$ cat config.mk
export PLATFORM = sky130hd
export DESIGN_NAME = date_offset_weekday_range_check_unit_flat
export DESIGN_NICKNAME = d
export VERILOG_FILES = /design/src/design/dowrc_pkg.sv /design/src/design/dowrc_if.sv /design/src/design/date_offset_weekday_range_check_unit.sv /design/src/design/dowrc_month_step.sv /design/src/flat_wrapper.sv
export VERILOG_INCLUDE_DIRS = /design/src /design/src/design
export SDC_FILE = /design/constraint.sdc
export NUM_CORES = 1
export LEC_CHECK = 0
export ABC_AREA = 1
export ABC_CLOCK_PERIOD_IN_PS = 6500
export BUFFER_PORTS_ARGS = -buffer_cell sky130_fd_sc_hd__buf_4
export CORE_MARGIN = 1.5
export CORE_UTILIZATION = 37
export CTS_BUF_LIST = sky130_fd_sc_hd__clkbuf_8
export DETAILED_ROUTE_END_ITERATION = 10
export GPL_ROUTABILITY_DRIVEN = 0
export PLACE_DENSITY_LB_ADDON = 0.15
export SYNTH_ARGS = -nofsm -noshare
export SYNTH_HDL_FRONTEND = slang
export SYNTH_SLANG_ARGS = --single-unit
$ cat constraint.sdc
create_clock -name i_clk -period 6.5 [get_ports i_clk]
set_input_delay 0.325 -clock i_clk [delete_from_list [all_inputs] [get_ports i_clk]]
set_output_delay 0.325 -clock i_clk [all_outputs]
set_load 0.1 [all_outputs]
$ cat src/design/date_offset_weekday_range_check_unit_macros.svh
// Assertion macros for the date offset / weekday / range check unit.
// Used by the top level; expects i_clk and i_rst_n in the enclosing module.
`ifndef DATE_OFFSET_WEEKDAY_RANGE_CHECK_UNIT_MACROS_SVH
`define DATE_OFFSET_WEEKDAY_RANGE_CHECK_UNIT_MACROS_SVH

// Same-cycle implication, off during reset
`define DOWRC_ASSERT_NOW(lbl, ante, cons, msg) \
    lbl: assert property (@(posedge i_clk) disable iff (!i_rst_n) (ante) |-> (cons)) \
        else $error(msg);

// Next-cycle implication, off during reset
`define DOWRC_ASSERT_NEXT(lbl, ante, cons, msg) \
    lbl: assert property (@(posedge i_clk) disable iff (!i_rst_n) (ante) |=> (cons)) \
        else $error(msg);

`endif

$ cat src/design/dowrc_pkg.sv
// Package for the date offset / weekday / range check unit.
// Field widths, calendar constants, stage types and helper functions; no dependencies.
`timescale 1ns / 1ps

package dowrc_pkg;

    // Field widths
    localparam int YEAR_W    = 14;
    localparam int MONTH_W   = 4;
    localparam int DAY_W     = 5;
    localparam int OFF_W     = 7;
    localparam int WDAY_W    = 3;
    localparam int DSUM_W    = 8;   // start day plus offset, signed
    localparam int SUM_W     = 15;  // weekday sum before mod 7
    localparam int TSUM_W    = 6;   // table entry plus day
    localparam int Q100_W    = 7;   // year / 100
    localparam int KEY_W     = YEAR_W + MONTH_W + DAY_W;

    // Pipeline depth
    localparam int NSTAGE    = 6;

    // Offset clamp
    localparam int MAX_OFFSET = 42;
    localparam logic signed [OFF_W-1:0] OFF_MAX = OFF_W'(MAX_OFFSET);
    localparam logic signed [OFF_W-1:0] OFF_MIN = OFF_W'(-MAX_OFFSET);

    // Calendar limits
    localparam logic [YEAR_W-1:0]  YEAR_LOW   = YEAR_W'(1);
    localparam logic [YEAR_W-1:0]  YEAR_HIGH  = YEAR_W'(9999);
    localparam logic [MONTH_W-1:0] MONTH_LOW  = MONTH_W'(1);
    localparam logic [MONTH_W-1:0] MONTH_FEB  = MONTH_W'(2);
    localparam logic [MONTH_W-1:0] MONTH_MAR  = MONTH_W'(3);
    localparam logic [MONTH_W-1:0] MONTH_HIGH = MONTH_W'(12);
    localparam logic [DAY_W-1:0]   DAY_LOW    = DAY_W'(1);
    localparam logic [DAY_W-1:0]   DAY_HIGH   = DAY_W'(31);
    localparam logic [YEAR_W-1:0]  CENTURY    = YEAR_W'(100);

    // Reciprocal for year / 100, exact for year < 10000
    localparam int DIV100_MUL_W = 13;
    localparam logic [DIV100_MUL_W-1:0] DIV100_MUL = DIV100_MUL_W'(5243);
    localparam int DIV100_SH    = 19;

    // Configuration port
    localparam int APB_ADDR_W = 5;
    localparam int APB_DATA_W = 32;
    localparam int REG_IDX_W  = 3;

    typedef enum logic [REG_IDX_W-1:0] {
        REG_MIN_EN,
        REG_MIN_YEAR,
        REG_MIN_MONTH,
        REG_MIN_DAY,
        REG_MAX_EN,
        REG_MAX_YEAR,
        REG_MAX_MONTH,
        REG_MAX_DAY
    } t_reg_idx;

    // Date in flight through the carry/borrow steps
    typedef struct packed {
        logic [YEAR_W-1:0]        year;
        logic [MONTH_W-1:0]       month;
        logic signed [DSUM_W-1:0] day;
        logic                     leap;
        logic                     hi_sat;
        logic                     lo_sat;
    } t_step;

    // Days in a month; leap applies to February only
    function automatic logic [DAY_W-1:0] month_len(input logic [MONTH_W-1:0] m,
                                                   input logic leap);
        logic [DAY_W-1:0] n;
        unique case (m)
            MONTH_W'(2):  n = leap ? DAY_W'(29) : DAY_W'(28);
            MONTH_W'(4),
            MONTH_W'(6),
            MONTH_W'(9),
            MONTH_W'(11): n = DAY_W'(30);
            default:      n = DAY_W'(31);
        endcase
        return n;
    endfunction

    // Month term of the weekday formula
    function automatic logic [WDAY_W-1:0] wd_month(input logic [MONTH_W-1:0] m);
        logic [WDAY_W-1:0] t;
        unique case (m)
            MONTH_W'(1):  t = WDAY_W'(0);
            MONTH_W'(2):  t = WDAY_W'(3);
            MONTH_W'(3):  t = WDAY_W'(2);
            MONTH_W'(4):  t = WDAY_W'(5);
            MONTH_W'(5):  t = WDAY_W'(0);
            MONTH_W'(6):  t = WDAY_W'(3);
            MONTH_W'(7):  t = WDAY_W'(5);
            MONTH_W'(8):  t = WDAY_W'(1);
            MONTH_W'(9):  t = WDAY_W'(4);
            MONTH_W'(10): t = WDAY_W'(6);
            MONTH_W'(11): t = WDAY_W'(2);
            MONTH_W'(12): t = WDAY_W'(4);
            default:      t = WDAY_W'(0);
        endcase
        return t;
    endfunction

    // year / 100 by reciprocal multiply
    function automatic logic [Q100_W-1:0] div100(input logic [YEAR_W-1:0] y);
        logic [YEAR_W+DIV100_MUL_W-1:0] p;
        p = (YEAR_W+DIV100_MUL_W)'(y) * (YEAR_W+DIV100_MUL_W)'(DIV100_MUL);
        return Q100_W'(p >> DIV100_SH);
    endfunction

    // x mod 7 by folding octal digits (8 = 1 mod 7)
    function automatic logic [WDAY_W-1:0] mod7(input logic [SUM_W-1:0] x);
        logic [5:0] a;
        logic [3:0] b;
        a = 6'(x[2:0]) + 6'(x[5:3]) + 6'(x[8:6]) + 6'(x[11:9]) + 6'(x[14:12]);
        b = 4'(a[2:0]) + 4'(a[5:3]);
        return (b >= 4'd7) ? WDAY_W'(b - 4'd7) : WDAY_W'(b);
    endfunction

endpackage

$ cat src/design/dowrc_if.sv
// Valid/ready channel interfaces for the date offset / weekday / range check unit.
// Depends on dowrc_pkg for field widths.
`timescale 1ns / 1ps

// Input channel: starting date and day offset
interface dowrc_in_if;
    import dowrc_pkg::*;

    logic                      valid;
    logic                      ready;
    logic [YEAR_W-1:0]         start_year;
    logic [MONTH_W-1:0]        start_month;
    logic [DAY_W-1:0]          start_day;
    logic signed [OFF_W-1:0]   day_offset;

    modport source (output valid, start_year, start_month, start_day, day_offset,
                    input ready);
    modport sink   (input valid, start_year, start_month, start_day, day_offset,
                    output ready);
endinterface

// Output channel: resulting date, weekday, enabled flag
interface dowrc_out_if;
    import dowrc_pkg::*;

    logic                 valid;
    logic                 ready;
    logic [YEAR_W-1:0]    result_year;
    logic [MONTH_W-1:0]   result_month;
    logic [DAY_W-1:0]     result_day;
    logic [WDAY_W-1:0]    weekday;
    logic                 enabled;

    modport source (output valid, result_year, result_month, result_day, weekday, enabled,
                    input ready);
    modport sink   (input valid, result_year, result_month, result_day, weekday, enabled,
                    output ready);
endinterface

$ cat src/design/date_offset_weekday_range_check_unit.sv
// Pipelined: one word per cycle while the output side keeps ready high; six register stages
// (clamp, two month steps, weekday terms, weekday sum, mod 7), each with its own valid bit
// and bubble-collapsing ready.
// Reset (i_rst_n low, synchronous) empties the pipeline and returns the limit
// registers to their reset values.
`timescale 1ns / 1ps
`include "date_offset_weekday_range_check_unit_macros.svh"

module date_offset_weekday_range_check_unit (
    input  logic                             i_clk,
    input  logic                             i_rst_n,
    dowrc_in_if.sink                         i_date,
    dowrc_out_if.source                      o_result,
    input  logic                             psel,
    input  logic                             penable,
    input  logic                             pwrite,
    input  logic [dowrc_pkg::APB_ADDR_W-1:0] paddr,
    input  logic [dowrc_pkg::APB_DATA_W-1:0] pwdata,
    output logic [dowrc_pkg::APB_DATA_W-1:0] prdata,
    output logic                             pready
);
    import dowrc_pkg::*;

    // limit registers
    logic                 r_min_en;
    logic [YEAR_W-1:0]    r_min_year;
    logic [MONTH_W-1:0]   r_min_month;
    logic [DAY_W-1:0]     r_min_day;
    logic                 r_max_en;
    logic [YEAR_W-1:0]    r_max_year;
    logic [MONTH_W-1:0]   r_max_month;
    logic [DAY_W-1:0]     r_max_day;
    t_reg_idx             w_idx;

    // pipeline control
    logic [NSTAGE-1:0]    r_vld;
    logic [NSTAGE:0]      w_rdy;
    logic [NSTAGE-1:0]    w_vin;

    // stage 1
    logic [YEAR_W-1:0]        w_y_clamp;
    logic [MONTH_W-1:0]       w_m_clamp;
    logic signed [OFF_W-1:0]  w_off_clamp;
    t_step                    n_s1;
    t_step                    r_s1;
    logic [Q100_W-1:0]        r_q1;
    // stage 2
    t_step                    w_s1l;
    t_step                    w_s2;
    t_step                    r_s2;
    // stage 3
    t_step                    w_s3;
    logic [YEAR_W-1:0]        n_y3;
    logic [MONTH_W-1:0]       n_m3;
    logic [DAY_W-1:0]         n_d3;
    logic [YEAR_W-1:0]        r_y3;
    logic [MONTH_W-1:0]       r_m3;
    logic [DAY_W-1:0]         r_d3;
    // stage 4
    logic [YEAR_W-1:0]        n_yy4;
    logic [KEY_W-1:0]         w_key;
    logic                     n_ok4;
    logic [YEAR_W-1:0]        r_y4;
    logic [MONTH_W-1:0]       r_m4;
    logic [DAY_W-1:0]         r_d4;
    logic [YEAR_W-1:0]        r_yy4;
    logic [Q100_W-1:0]        r_q4;
    logic [TSUM_W-1:0]        r_t4;
    logic                     r_ok4;
    // stage 5
    logic [SUM_W-1:0]         n_sum5;
    logic [YEAR_W-1:0]        r_y5;
    logic [MONTH_W-1:0]       r_m5;
    logic [DAY_W-1:0]         r_d5;
    logic [SUM_W-1:0]         r_sum5;
    logic                     r_ok5;
    // stage 6 (output register)
    logic [YEAR_W-1:0]        r_y6;
    logic [MONTH_W-1:0]       r_m6;
    logic [DAY_W-1:0]         r_d6;
    logic [WDAY_W-1:0]        r_wd6;
    logic                     r_ok6;

    // ---------------- configuration port ----------------
    assign pready = 1'b1;
    assign w_idx  = t_reg_idx'(paddr[APB_ADDR_W-1:2]);

    // register writes in the access phase
    always_ff @(posedge i_clk) begin
        if (!i_rst_n) begin
            r_min_en    <= 1'b0;
            r_min_year  <= YEAR_LOW;
            r_min_month <= MONTH_LOW;
            r_min_day   <= DAY_LOW;
            r_max_en    <= 1'b0;
            r_max_year  <= YEAR_HIGH;
            r_max_month <= MONTH_HIGH;
            r_max_day   <= DAY_HIGH;
        end else if (psel && penable && pwrite && pready) begin
            unique case (w_idx)
                REG_MIN_EN:    r_min_en    <= pwdata[0];
                REG_MIN_YEAR:  r_min_year  <= pwdata[YEAR_W-1:0];
                REG_MIN_MONTH: r_min_month <= pwdata[MONTH_W-1:0];
                REG_MIN_DAY:   r_min_day   <= pwdata[DAY_W-1:0];
                REG_MAX_EN:    r_max_en    <= pwdata[0];
                REG_MAX_YEAR:  r_max_year  <= pwdata[YEAR_W-1:0];
                REG_MAX_MONTH: r_max_month <= pwdata[MONTH_W-1:0];
                REG_MAX_DAY:   r_max_day   <= pwdata[DAY_W-1:0];
            endcase
        end
    end

    // read mux
    always_comb begin
        unique case (w_idx)
            REG_MIN_EN:    prdata = APB_DATA_W'(r_min_en);
            REG_MIN_YEAR:  prdata = APB_DATA_W'(r_min_year);
            REG_MIN_MONTH: prdata = APB_DATA_W'(r_min_month);
            REG_MIN_DAY:   prdata = APB_DATA_W'(r_min_day);
            REG_MAX_EN:    prdata = APB_DATA_W'(r_max_en);
            REG_MAX_YEAR:  prdata = APB_DATA_W'(r_max_year);
            REG_MAX_MONTH: prdata = APB_DATA_W'(r_max_month);
            REG_MAX_DAY:   prdata = APB_DATA_W'(r_max_day);
        endcase
    end

    // ---------------- pipeline control ----------------
    // a stage loads when it is empty or its word moves on
    always_comb begin
        w_rdy[NSTAGE] = o_result.ready;
        for (int k = NSTAGE - 1; k >= 0; k--) begin
            w_rdy[k] = !r_vld[k] || w_rdy[k+1];
        end
        w_vin = {r_vld[NSTAGE-2:0], i_date.valid};
    end

    always_ff @(posedge i_clk) begin
        if (!i_rst_n) begin
            r_vld <= '0;
        end else begin
            for (int k = 0; k < NSTAGE; k++) begin
                if (w_rdy[k]) begin
                    r_vld[k] <= w_vin[k];
                end
            end
        end
    end

    assign i_date.ready = w_rdy[0];

    // ---------------- stage 1: clamp inputs, add offset ----------------
    always_comb begin
        if (i_date.start_year < YEAR_LOW) begin
            w_y_clamp = YEAR_LOW;
        end else if (i_date.start_year > YEAR_HIGH) begin
            w_y_clamp = YEAR_HIGH;
        end else begin
            w_y_clamp = i_date.start_year;
        end

        if (i_date.start_month < MONTH_LOW) begin
            w_m_clamp = MONTH_LOW;
        end else if (i_date.start_month > MONTH_HIGH) begin
            w_m_clamp = MONTH_HIGH;
        end else begin
            w_m_clamp = i_date.start_month;
        end

        if (i_date.day_offset > OFF_MAX) begin
            w_off_clamp = OFF_MAX;
        end else if (i_date.day_offset < OFF_MIN) begin
            w_off_clamp = OFF_MIN;
        end else begin
            w_off_clamp = i_date.day_offset;
        end

        n_s1.year   = w_y_clamp;
        n_s1.month  = w_m_clamp;
        n_s1.day    = $signed(DSUM_W'(i_date.start_day)) + DSUM_W'(w_off_clamp);
        n_s1.leap   = 1'b0;
        n_s1.hi_sat = 1'b0;
        n_s1.lo_sat = 1'b0;
    end

    // ---------------- stage 2: leap year, first month step ----------------
    // only the start year's February length is ever needed, so one leap flag serves
    always_comb begin
        w_s1l      = r_s1;
        w_s1l.leap = (r_s1.year[1:0] == 2'b00)
                     && ((r_s1.year != YEAR_W'(r_q1) * CENTURY) || (r_q1[1:0] == 2'b00));
    end

    dowrc_month_step u_step1 (
        .i_cur (w_s1l),
        .o_nxt (w_s2)
    );

    // ---------------- stage 3: second month step, saturation ----------------
    dowrc_month_step u_step2 (
        .i_cur (r_s2),
        .o_nxt (w_s3)
    );

    always_comb begin
        priority if (w_s3.hi_sat) begin
            n_y3 = YEAR_HIGH;
            n_m3 = MONTH_HIGH;
            n_d3 = DAY_HIGH;
        end else if (w_s3.lo_sat) begin
            n_y3 = YEAR_LOW;
            n_m3 = MONTH_LOW;
            n_d3 = DAY_LOW;
        end else begin
            n_y3 = w_s3.year;
            n_m3 = w_s3.month;
            n_d3 = w_s3.day[DAY_W-1:0];
        end
    end

    // ---------------- stage 4: weekday terms, limit compare ----------------
    // January and February count with the previous year
    assign n_yy4 = (r_m3 < MONTH_MAR) ? r_y3 - YEAR_W'(1) : r_y3;
    assign w_key = {r_y3, r_m3, r_d3};
    assign n_ok4 = !(r_min_en && (w_key < {r_min_year, r_min_month, r_min_day}))
                   && !(r_max_en && (w_key > {r_max_year, r_max_month, r_max_day}));

    // ---------------- stage 5: weekday sum ----------------
    assign n_sum5 = SUM_W'(r_yy4) + SUM_W'(r_yy4 >> 2) + SUM_W'(r_q4 >> 2)
                  + SUM_W'(r_t4) - SUM_W'(r_q4);

    // ---------------- stage payload registers ----------------
    always_ff @(posedge i_clk) begin
        if (w_rdy[0]) begin
            r_s1 <= n_s1;
            r_q1 <= div100(w_y_clamp);
        end
        if (w_rdy[1]) begin
            r_s2 <= w_s2;
        end
        if (w_rdy[2]) begin
            r_y3 <= n_y3;
            r_m3 <= n_m3;
            r_d3 <= n_d3;
        end
        if (w_rdy[3]) begin
            r_y4  <= r_y3;
            r_m4  <= r_m3;
            r_d4  <= r_d3;
            r_yy4 <= n_yy4;
            r_q4  <= div100(n_yy4);
            r_t4  <= TSUM_W'(wd_month(r_m3)) + TSUM_W'(r_d3);
            r_ok4 <= n_ok4;
        end
        if (w_rdy[4]) begin
            r_y5   <= r_y4;
            r_m5   <= r_m4;
            r_d5   <= r_d4;
            r_sum5 <= n_sum5;
            r_ok5  <= r_ok4;
        end
        if (w_rdy[5]) begin
            r_y6  <= r_y5;
            r_m6  <= r_m5;
            r_d6  <= r_d5;
            r_wd6 <= mod7(r_sum5);
            r_ok6 <= r_ok5;
        end
    end

    // ---------------- output word ----------------
    assign o_result.valid        = r_vld[NSTAGE-1];
    assign o_result.result_year  = r_y6;
    assign o_result.result_month = r_m6;
    assign o_result.result_day   = r_d6;
    assign o_result.weekday      = r_wd6;
    assign o_result.enabled      = r_ok6;

    // ---------------- assertions ----------------
    `DOWRC_ASSERT_NOW(a_result_in_range, o_result.valid, (o_result.result_year >= YEAR_LOW) && (o_result.result_year <= YEAR_HIGH) && (o_result.result_month >= MONTH_LOW) && (o_result.result_month <= MONTH_HIGH) && (o_result.result_day >= DAY_LOW) && (o_result.weekday <= WDAY_W'(6)), "result word outside calendar range")
    `DOWRC_ASSERT_NEXT(a_accept_loads, i_date.valid && i_date.ready, r_vld[0], "accepted word did not enter stage 1")
    `DOWRC_ASSERT_NEXT(a_stage3_holds, r_vld[2] && !w_rdy[3], r_vld[2] && $stable(r_y3) && $stable(r_m3) && $stable(r_d3), "stalled stage 3 word lost or changed")

endmodule

$ cat src/design/dowrc_month_step.sv
// One month carry or borrow step on a date whose day may be out of range.
// Depends on dowrc_pkg (t_step, month_len, calendar limits).
`timescale 1ns / 1ps

module dowrc_month_step (
    input  dowrc_pkg::t_step i_cur,
    output dowrc_pkg::t_step o_nxt
);
    import dowrc_pkg::*;

    logic [DAY_W-1:0]   w_cur_len;
    logic [DAY_W-1:0]   w_prev_len;
    logic [MONTH_W-1:0] w_prev_m;

    // lengths of this month and of the month before
    assign w_prev_m   = (i_cur.month == MONTH_LOW) ? MONTH_HIGH : i_cur.month - MONTH_W'(1);
    assign w_cur_len  = month_len(i_cur.month, i_cur.leap);
    assign w_prev_len = month_len(w_prev_m, i_cur.leap);

    // carry forward if past month end, borrow back if before day one
    always_comb begin
        o_nxt = i_cur;
        if (!i_cur.hi_sat && !i_cur.lo_sat) begin
            if (i_cur.day > $signed(DSUM_W'(w_cur_len))) begin
                o_nxt.day = i_cur.day - $signed(DSUM_W'(w_cur_len));
                if (i_cur.month == MONTH_HIGH) begin
                    o_nxt.month = MONTH_LOW;
                    if (i_cur.year == YEAR_HIGH) begin
                        o_nxt.hi_sat = 1'b1;
                    end else begin
                        o_nxt.year = i_cur.year + YEAR_W'(1);
                    end
                end else begin
                    o_nxt.month = i_cur.month + MONTH_W'(1);
                end
            end else if (i_cur.day < $signed(DSUM_W'(DAY_LOW))) begin
                o_nxt.month = w_prev_m;
                if (i_cur.month == MONTH_LOW && i_cur.year == YEAR_LOW) begin
                    o_nxt.lo_sat = 1'b1;
                end else begin
                    if (i_cur.month == MONTH_LOW) begin
                        o_nxt.year = i_cur.year - YEAR_W'(1);
                    end
                    o_nxt.day = i_cur.day + $signed(DSUM_W'(w_prev_len));
                end
            end
        end
    end

endmodule

$ cat src/flat_wrapper.sv
// flat-port wrapper written by rule: the top's interface ports become plain ports
module date_offset_weekday_range_check_unit_flat import dowrc_pkg::*;
  (i_clk, i_rst_n, psel, penable, pwrite, paddr, pwdata, prdata, pready, i_date_valid, i_date_start_year, i_date_start_month, i_date_start_day, i_date_day_offset, i_date_ready, o_result_valid, o_result_result_year, o_result_result_month, o_result_result_day, o_result_weekday, o_result_enabled, o_result_ready);
  dowrc_in_if i_date_i ();
  dowrc_out_if o_result_i ();
  input  logic i_clk;
  input  logic i_rst_n;
  input  logic psel;
  input  logic penable;
  input  logic pwrite;
  input  logic [dowrc_pkg::APB_ADDR_W-1:0] paddr;
  input  logic [dowrc_pkg::APB_DATA_W-1:0] pwdata;
  output logic [dowrc_pkg::APB_DATA_W-1:0] prdata;
  output logic pready;
  input wire logic [$bits(i_date_i.valid)-1:0] i_date_valid;
  input wire logic [$bits(i_date_i.start_year)-1:0] i_date_start_year;
  input wire logic [$bits(i_date_i.start_month)-1:0] i_date_start_month;
  input wire logic [$bits(i_date_i.start_day)-1:0] i_date_start_day;
  input wire logic [$bits(i_date_i.day_offset)-1:0] i_date_day_offset;
  output wire logic [$bits(i_date_i.ready)-1:0] i_date_ready;
  output wire logic [$bits(o_result_i.valid)-1:0] o_result_valid;
  output wire logic [$bits(o_result_i.result_year)-1:0] o_result_result_year;
  output wire logic [$bits(o_result_i.result_month)-1:0] o_result_result_month;
  output wire logic [$bits(o_result_i.result_day)-1:0] o_result_result_day;
  output wire logic [$bits(o_result_i.weekday)-1:0] o_result_weekday;
  output wire logic [$bits(o_result_i.enabled)-1:0] o_result_enabled;
  input wire logic [$bits(o_result_i.ready)-1:0] o_result_ready;
  assign i_date_i.valid = i_date_valid;
  assign i_date_i.start_year = i_date_start_year;
  assign i_date_i.start_month = i_date_start_month;
  assign i_date_i.start_day = i_date_start_day;
  assign i_date_i.day_offset = i_date_day_offset;
  assign i_date_ready = i_date_i.ready;
  assign o_result_valid = o_result_i.valid;
  assign o_result_result_year = o_result_i.result_year;
  assign o_result_result_month = o_result_i.result_month;
  assign o_result_result_day = o_result_i.result_day;
  assign o_result_weekday = o_result_i.weekday;
  assign o_result_enabled = o_result_i.enabled;
  assign o_result_i.ready = o_result_ready;
  date_offset_weekday_range_check_unit u_core (.i_clk(i_clk), .i_rst_n(i_rst_n), .i_date(i_date_i), .o_result(o_result_i), .psel(psel), .penable(penable), .pwrite(pwrite), .paddr(paddr), .pwdata(pwdata), .prdata(prdata), .pready(pready));
endmodule
== Yosys cells after proc, flatten, opt, wreduce, memory -nomap -nowiden ==
Memories as Yosys holds them, arrays and structs flattened.
Index checks and enable logic that the tools add are counted.

* Memories: 1
* Memory bits (read-only): 48
* Output and inout port bits: 62
* Input port bits: 74
* Flip-flop bits (word level): 256

{| class="wikitable"
|+ Memory list
! name !! words !! width !! rd ports !! clocked after memory_dff !! write ports !! line !! text
|-
| (no name shown) || 16 || 3 || 1 || 0 || 0 || dowrc_pkg.sv:87 || <nowiki>unique case (m)</nowiki>
|}

* Bitwise logic cells: 1
* Reductions and logical operators: 45
* Muxes and demuxes: 46
* Multipliers: 3
* Eq/ne operators: 36
* Magnitude comparators: 14
* $add $sub $neg: 25

{| class="wikitable"
|+ Operator list
! kind !! number
|-
| $pmux 32 s8 || 1
|-
| $mux 14 || 12
|-
| $mux 26 || 5
|-
| $mul 14x13->26 const B || 2
|-
| $sub 14x1->14 const B || 3
|-
| $eq 4x4->1 const B || 10
|-
| $eq 4x3->1 const B || 8
|-
| $add 14x1->14 const B || 2
|-
| $eq 14x1->1 const B || 2
|-
| $eq 14x14->1 const B || 2
|-
| $mux 4 || 6
|-
| $gt 23x23->1 || 1
|-
| $lt 23x23->1 || 1
|-
| $add 6x3->6 || 3
|-
| $reduce_and 2->1 || 9
|-
| $add 8x6->8 || 2
|-
| $eq 4x2->1 const B || 4
|-
| $gt 8x6->1 || 2
|-
| $lt 8x2->1 const B || 2
|-
| $mux 8 || 2
|-
| $pmux 2 s2 || 4
|-
| $reduce_or 4->1 || 4
|-
| $sub 8x6->8 || 2
|-
| $add 14x12->15 || 1
|-
| 35 further kinds || 80
|}

== Longest topological paths before layout ==
* Depth in word-level cells: 11
* Gate-level depth with buffers: 30

== Hierarchy ==
Synthesis repeated with hierarchy kept, for this count alone.

* Cell total of the unflattened synthesis: 2819
* Area total of the unflattened synthesis: 24257.0 sq um

{| class="wikitable"
|+ By module, submodules not included
! module !! sequential area each (sq um) !! times used !! cells an instance !! area an instance (sq um)
|-
| date_offset_weekday_range_check_unit || 7146.9 || 1 || 2139 || 20701.1
|-
| dowrc_month_step (u_core.u_step1) || 0.0 || 1 || 355 || 1825.5
|-
| dowrc_month_step (u_core.u_step2) || 0.0 || 1 || 325 || 1730.4
|}

== Worst setup path after synthesis ==
Ideal clock, no wire load.

* Path kind: register to register
* Start: register u_core.r_m3[0]
* End: register u_core.r_q4[4] (data pin)
* Arrival time: 5.669 ns
* Setup slack: 0.569 ns
* Stages on the path, launching flop included: 27
* Clock period less this slack: 5.931 ns
* Path buffers: 0
* Setup time: 0.262 ns
* Path through: edfxtp_1 ha_1 inv_1 nand3_1 nor3_2 nand2_1 nor2_1 nand4_1 xor2_1 inv_1 fa_1 inv_1 ha_1 fa_1 fa_1 inv_1 fa_1 inv_1 ha_1 nand2_1 inv_1 nand2_1 nor3_1 nand4_1 nand3_1 a21oi_1 xor2_1

* Cells in the longest elaborated chain, start to end: 3

{| class="wikitable"
|+ RTL lines
! what !! line !! text
|-
| from (decl) || date_offset_weekday_range_check_unit.sv:57 || <nowiki>logic [MONTH_W-1:0] r_m3;</nowiki>
|-
| from (signal assigned) || date_offset_weekday_range_check_unit.sv:242 || <nowiki>r_m3 <= n_m3;</nowiki>
|-
| $lt 4x2->1 || date_offset_weekday_range_check_unit.sv:222 || <nowiki>assign n_yy4 = (r_m3 < MONTH_MAR) ? r_y3 - YEAR_W'(1) : r_y3;</nowiki>
|-
| $mux 14 || date_offset_weekday_range_check_unit.sv:222 ||
|-
| via u_core.n_yy4[12] || date_offset_weekday_range_check_unit.sv:60 || <nowiki>logic [YEAR_W-1:0] n_yy4;</nowiki>
|-
| $mul 14x13->26 || dowrc_pkg.sv:108 || <nowiki>p = (YEAR_W+DIV100_MUL_W)'(y) * (YEAR_W+DIV100_MUL_W)'(DIV100_MUL);</nowiki>
|-
| to (signal assigned) || date_offset_weekday_range_check_unit.sv:250 || <nowiki>r_q4 <= div100(n_yy4);</nowiki>
|-
| to (decl) || date_offset_weekday_range_check_unit.sv:67 || <nowiki>logic [Q100_W-1:0] r_q4;</nowiki>
|}

The timed path passes the listed nets, and every way through them passes these cells.
A chain may end at the register's enable or synchronous reset.

== Worst setup path in the final report ==
* Start: register u_core.r_y3[0]
* End: register u_core.r_q4[4] (data pin)

* Cells in the longest elaborated chain, start to end: 3

{| class="wikitable"
|+ RTL lines
! what !! line !! text
|-
| from (decl) || date_offset_weekday_range_check_unit.sv:56 || <nowiki>logic [YEAR_W-1:0] r_y3;</nowiki>
|-
| from (signal assigned) || date_offset_weekday_range_check_unit.sv:241 || <nowiki>r_y3 <= n_y3;</nowiki>
|-
| $sub 14x1->14 || date_offset_weekday_range_check_unit.sv:222 ||
|-
| $mux 14 || date_offset_weekday_range_check_unit.sv:222 ||
|-
| via u_core.n_yy4[12] || date_offset_weekday_range_check_unit.sv:60 ||
|-
| $mul 14x13->26 || dowrc_pkg.sv:108 ||
|}

The timed path passes the listed nets, and every way through them passes these cells.

==> impl_table.tex <==
\begin{tabular}{lr}
\hline
Metric & Value \\
\hline
\multicolumn{2}{l}{\textbf{Global routing}} \\
\quad Pin count of the biggest net entering global routing & 52 \\
\quad Vias in the first global route & approximately 18,000 \\
\quad Grt ovf & 0 \\
\quad Global-route usage over all layers & 0.1727 \\
\quad Global-route wire length before repair & 88,430 um \\
\quad Antenna violations before repair & 0 \\
\multicolumn{2}{l}{\textbf{Finish}} \\
\quad Final standard cell area without fillers & 26,080 um\^{}2 \\
\quad Synth-to-layout area growth & 12.26\% \\
\quad ANT cells & 0 \\
\quad Layout cell share with drive strength beyond 1 & 0.09134 \\
\quad Nets & roughly 3,300 \\
\quad Final standard cell count with taps included and fillers excluded & approximately 3,600 \\
\multicolumn{2}{l}{\textbf{Clock network}} \\
\quad H-Tree Depth & 2 \\
\quad Worst-Skew Late Latency & roughly 0.64 ns \\
\quad Clock tree from TritonCTS & built \\
\quad CTS Buffer Depth & 3 \\
\quad Library cell used as clock root buffer & sky130\_fd\_sc\_hd\_\_clkbuf\_8 \\
\quad TritonCTS Buffers & 47 \\
\quad Clock sinks & 256 \\
\quad Clock-pin slew reported for the worst setup and hold paths after clock tree synthesis & roughly 0.06 ns \\
\multicolumn{2}{l}{\textbf{Setup path}} \\
\quad Crit start category & flip-flop \\
\quad Buffer and inverter count on the worst path & 6 \\
\quad Endpoint class of the critical path & flip-flop \\
\quad Biggest cell delay along the critical path & approximately 0.56 ns \\
\quad Crit Reg-Reg Startpoint & u\_core.r\_y3[0]\$\_SDFFCE\_PP1P\_ \\
\quad Crit-path slowest cell & sky130\_fd\_sc\_hd\_\_fa\_1 \\
\quad Critical path depth in cells & 26 \\
\quad Worst reg2reg path depth & 26 \\
\quad Largest fanout on the critical path & 5 \\
\quad Register-to-register setup slack & between 0.4 and 0.5 ns \\
\quad Data arrival time of the critical path & 6.38 ns \\
\quad Crit Reg-Reg Endpoint & u\_core.r\_q4[4]\$\_DFFE\_PP\_ \\
\quad Worst path required time & around 6.9 ns \\
\quad Critical path type & flip-flop to flip-flop \\
\quad Most frequent cell on the critical path & sky130\_fd\_sc\_hd\_\_inv\_1 \\
\quad Crit path max-delay family & adder cells \\
\multicolumn{2}{l}{\textbf{Yosys}} \\
\quad Synthesis Warnings & 0 \\
\quad Main combinational cell family by area after synthesis & adder cells \\
\quad Arithmetic-cell share of the synthesized area counting full adders, half adders and majority gates & 0.3204 \\
\quad Synth Area in Simple Gates & 0.1367 \\
\quad Share of synthesized flip-flops with an asynchronous set or reset & 0 \\
\quad Yosys cell types & 59 \\
\quad Mapped Avg Cell Area & 9.046 um\^{}2 \\
\quad Number of enable-type register cells in the synthesized netlist & 202 \\
\quad Sequential area share after synthesis & 0.3076 \\
\quad Mapped cell area & about 23,000 um\^{}2 \\
\quad Post-synthesis share of cell area spent on xor and xnor gates & 0.03657 \\
\quad Register bit total from synthesis & approximately 260 \\
\quad Post-synthesis compound-gate area fraction & 0.09630 \\
\quad Share of synthesized area spent on multiplexers & 0.0004847 \\
\quad Syn Inst Count & $\sim$2,600 \\
\quad Main synth FF type & sky130\_fd\_sc\_hd\_\_edfxtp\_1 \\
\multicolumn{2}{l}{\textbf{Run}} \\
\quad Number of max-cap violations & 0 \\
\multicolumn{2}{l}{\textbf{Routing}} \\
\quad Routed length per placed instance & $\sim$15 um \\
\quad Antenna-violating nets left & 0 \\
\quad Number of vias after detailed routing & roughly 17,000 \\
\quad DRC errors left & 0 \\
\quad DRT Wirelength & about 54,000 um \\
\quad Vias per std cell & just under 5 \\
\quad First-iteration detailed-routing DRC count & about 770 \\
\quad Router iterations before antenna repair & 5 \\
\multicolumn{2}{l}{\textbf{Min path}} \\
\quad Worst hold path depth & 2 \\
\quad Worst min-delay path startpoint & i\_date\_start\_day[0] \\
\quad Class of the tightest hold or removal check & primary input to flip-flop \\
\quad Hold-critical path endpoint & u\_core.r\_s1[3]\$\_DFFE\_PP\_ \\
\multicolumn{2}{l}{\textbf{STA}} \\
\quad Final worst clock skew & approximately 0.072 ns \\
\quad Max Clk Rate & about 170 MHz \\
\quad Portion of the clock cycle consumed by the worst path in the final layout & 0.9241 \\
\quad Slew at the pin closest to its max-slew limit & approximately 1 ns \\
\quad Aggregate negative setup slack & 0 ns \\
\quad Max-slew headroom & 0.3159 \\
\quad Fin. Hold Viols & 0 \\
\quad Tmin final & 6.007 ns \\
\quad Final setup violating endpoints & 0 \\
\quad RSZ-0062 raised after global routing & false \\
\quad Count of final max-slew check failures & 0 \\
\multicolumn{2}{l}{\textbf{Placement}} \\
\quad DPL Wire Length & 44,970 um \\
\quad Placed inst area & 24,920 um\^{}2 \\
\quad Buffers on Ports & 96 \\
\quad Cell count after placement & 3,488 \\
\multicolumn{2}{l}{\textbf{Die}} \\
\quad Initial Utilization & 0.3758 \\
\quad Core Rows & a little over 90 \\
\quad Die Span Y & approximately 250 um \\
\quad Core Footprint & 61,830 um\^{}2 \\
\quad Top Ports & between 100 and 150 \\
\quad Die Area & roughly 64,000 um\^{}2 \\
\quad Overall die width & about 250 um \\
\multicolumn{2}{l}{\textbf{Run status}} \\
\quad Status & finished clean \\
\hline
\end{tabular}
==> layout by cell type (no fill, tap or decap), types with 6 or more instances in the layout <==
master | Yosys | layout
sky130_fd_sc_hd__o211ai_1 | 9 | 9
sky130_fd_sc_hd__o21bai_1 | 10 | 10
sky130_fd_sc_hd__dfxtp_1 | 54 | 54
sky130_fd_sc_hd__nor2_2 | 7 | 7
sky130_fd_sc_hd__dlygate4sd3_1 | 0 | 21
sky130_fd_sc_hd__clkbuf_8 | 0 | 47
sky130_fd_sc_hd__o31ai_1 | 6 | 6
sky130_fd_sc_hd__o22ai_1 | 15 | 15
sky130_fd_sc_hd__nor3_1 | 34 | 34
sky130_fd_sc_hd__nand4_1 | 35 | 35
sky130_fd_sc_hd__nor2_1 | 153 | 153
sky130_fd_sc_hd__o21ai_0 | 95 | 95
sky130_fd_sc_hd__a31oi_1 | 14 | 14
sky130_fd_sc_hd__nor3_2 | 8 | 8
sky130_fd_sc_hd__o21ai_1 | 46 | 46
sky130_fd_sc_hd__edfxtp_1 | 202 | 202
sky130_fd_sc_hd__nand3_1 | 107 | 106
sky130_fd_sc_hd__clkinv_1 | 1 | 14
sky130_fd_sc_hd__fa_1 | 153 | 153
sky130_fd_sc_hd__ha_1 | 350 | 350
sky130_fd_sc_hd__xor2_1 | 73 | 72
sky130_fd_sc_hd__nand2_2 | 8 | 8
sky130_fd_sc_hd__a21o_1 | 12 | 12
sky130_fd_sc_hd__a21oi_1 | 158 | 158
sky130_fd_sc_hd__nand2_1 | 324 | 324
sky130_fd_sc_hd__inv_2 | 32 | 32
sky130_fd_sc_hd__xnor2_1 | 19 | 19
sky130_fd_sc_hd__a22oi_1 | 7 | 7
sky130_fd_sc_hd__nor4_1 | 11 | 11
sky130_fd_sc_hd__inv_1 | 518 | 532
sky130_fd_sc_hd__conb_1 | 2 | 19
sky130_fd_sc_hd__nor2_4 | 6 | 6
sky130_fd_sc_hd__buf_4 | 20 | 117
==> worst max-delay path by stage <==
stage	to	slack, ns	from
after detailed placement	u_core.r_q4[4]$_DFFE_PP_	0.40	u_core.r_y3[0]$_SDFFCE_PP1P_
after global routing	u_core.r_q4[6]$_DFFE_PP_	0.007	u_core.r_y3[0]$_SDFFCE_PP1P_
after floorplan	u_core.r_q4[4]$_DFFE_PP_	0.57	u_core.r_m3[0]$_SDFFCE_PP0P_
after global placement	u_core.r_q4[4]$_DFFE_PP_	0.43	u_core.r_y3[0]$_SDFFCE_PP1P_
after CTS	u_core.r_q4[4]$_DFFE_PP_	0.35	u_core.r_y3[1]$_SDFFCE_PP1P_
final	u_core.r_q4[4]$_DFFE_PP_	0.49	u_core.r_y3[0]$_SDFFCE_PP1P_
==> per-stage QoR <==
step	utilization	worst slack [ns]	hold slack (ns)
after floorplan	-	0.5688	0.4003
after global placement	0.4031	0.4314	0.4036
after detailed placement	0.4031	0.3957	0.4045
after CTS	0.4215	0.3529	0.002885
after global routing	0.4218	0.007356	0.01809
final	0.4218	0.4933	0.04680
==> sequential cells by signal (all words and copies together), names as in the netlist, 14 cells and up <==
register,cells
u_core.r_y3,14
u_core.r_min_year,14
u_core.r_s1,26
u_core.r_s2,29
u_core.r_y4,14
u_core.r_sum5,15
u_core.o_result.result_year,14
u_core.r_max_year,14
u_core.r_y5,14
u_core.r_yy4,14
==> cell usage after synthesis, drive strengths merged, types with 6 or more instances <==
cell	n	area, um^2
a21o	12	90.09
a21oi	158	790.8
a22oi	7	52.55
a31oi	14	87.58
buf	34	232.7
clkbuf	16	60.06
dfxtp	54	1081
edfxtp	202	6066
fa	153	3063
ha	350	4379
inv	550	2064
nand2	334	1289
nand3	107	535.5
nand4	35	219.0
nor2	166	685.6
nor3	42	250.2
nor4	12	90.09
o211ai	9	67.56
o21ai	141	705.7
o21bai	10	75.07
o22ai	16	106.4
o31ai	6	45.04
or2	8	50.05
xnor2	20	193.9
xor2	74	655.6
==> layer usage <==
metal	track usage	up-vias	share of wire
li1	-	8751	-
met1	0.2254	8167	0.46
met2	0.3007	312	0.48
met3	0.02069	84	0.037
met4	0.04705	0	0.023
met5	0	-	0
==> cells by family (layout without fill, tap and decap cells) <==
group           count (synthesis)  after routing
simple gates                  712            712
buf+inv                       601            775
compound gates                399            399
mux                             1              1
fa+ha+maj                     503            503
other cells                     2             19
xor+xnor                       94             94
flops                         256            256
==> final cells by class <==
class	count	area (um^2)
fill	6141	35750
multi-input combinational	1728	13800
inverter	551	2068
clock inverter	39	282.8
tap	837	1047
timing repair buffer	138	1089
sequential	256	7147
clock buffer	47	646.9
==> worst register-to-register path: stages (launching register included) <==
cell	delay (ns)
sky130_fd_sc_hd__edfxtp_1	0.50
sky130_fd_sc_hd__inv_1	0.12
sky130_fd_sc_hd__ha_1	0.15
sky130_fd_sc_hd__nand3_1	0.13
sky130_fd_sc_hd__nor3_2	0.20
sky130_fd_sc_hd__nand2_1	0.14
sky130_fd_sc_hd__nor2_1	0.22
sky130_fd_sc_hd__nand4_1	0.18
sky130_fd_sc_hd__xor2_2	0.21
sky130_fd_sc_hd__inv_1	0.10
sky130_fd_sc_hd__fa_1	0.51
sky130_fd_sc_hd__inv_1	0.05
sky130_fd_sc_hd__ha_1	0.29
sky130_fd_sc_hd__fa_1	0.49
sky130_fd_sc_hd__fa_1	0.56
sky130_fd_sc_hd__inv_1	0.06
sky130_fd_sc_hd__fa_1	0.54
sky130_fd_sc_hd__inv_1	0.04
sky130_fd_sc_hd__ha_1	0.30
sky130_fd_sc_hd__nand2_1	0.10
sky130_fd_sc_hd__inv_1	0.09
sky130_fd_sc_hd__nand2_1	0.05
sky130_fd_sc_hd__nor3_1	0.22
sky130_fd_sc_hd__nand4_1	0.16
sky130_fd_sc_hd__nand3_2	0.16
sky130_fd_sc_hd__a21oi_1	0.09
sky130_fd_sc_hd__xor2_1	0.15
==> what timing repair did <==
| action | CTS | global route |
|---|---|---|
| setup endpoints to repair | 0 | 2 |
| buffers inserted | 0 | 1 |
| resized for setup | 0 | 2 |
| endpoints found under the hold margin | 38 | 0 |
| hold buffers | 21 | 0 |
Power is not shown: default switching activity piles up to over one toggle a cycle in this logic, so the estimate is an artifact.
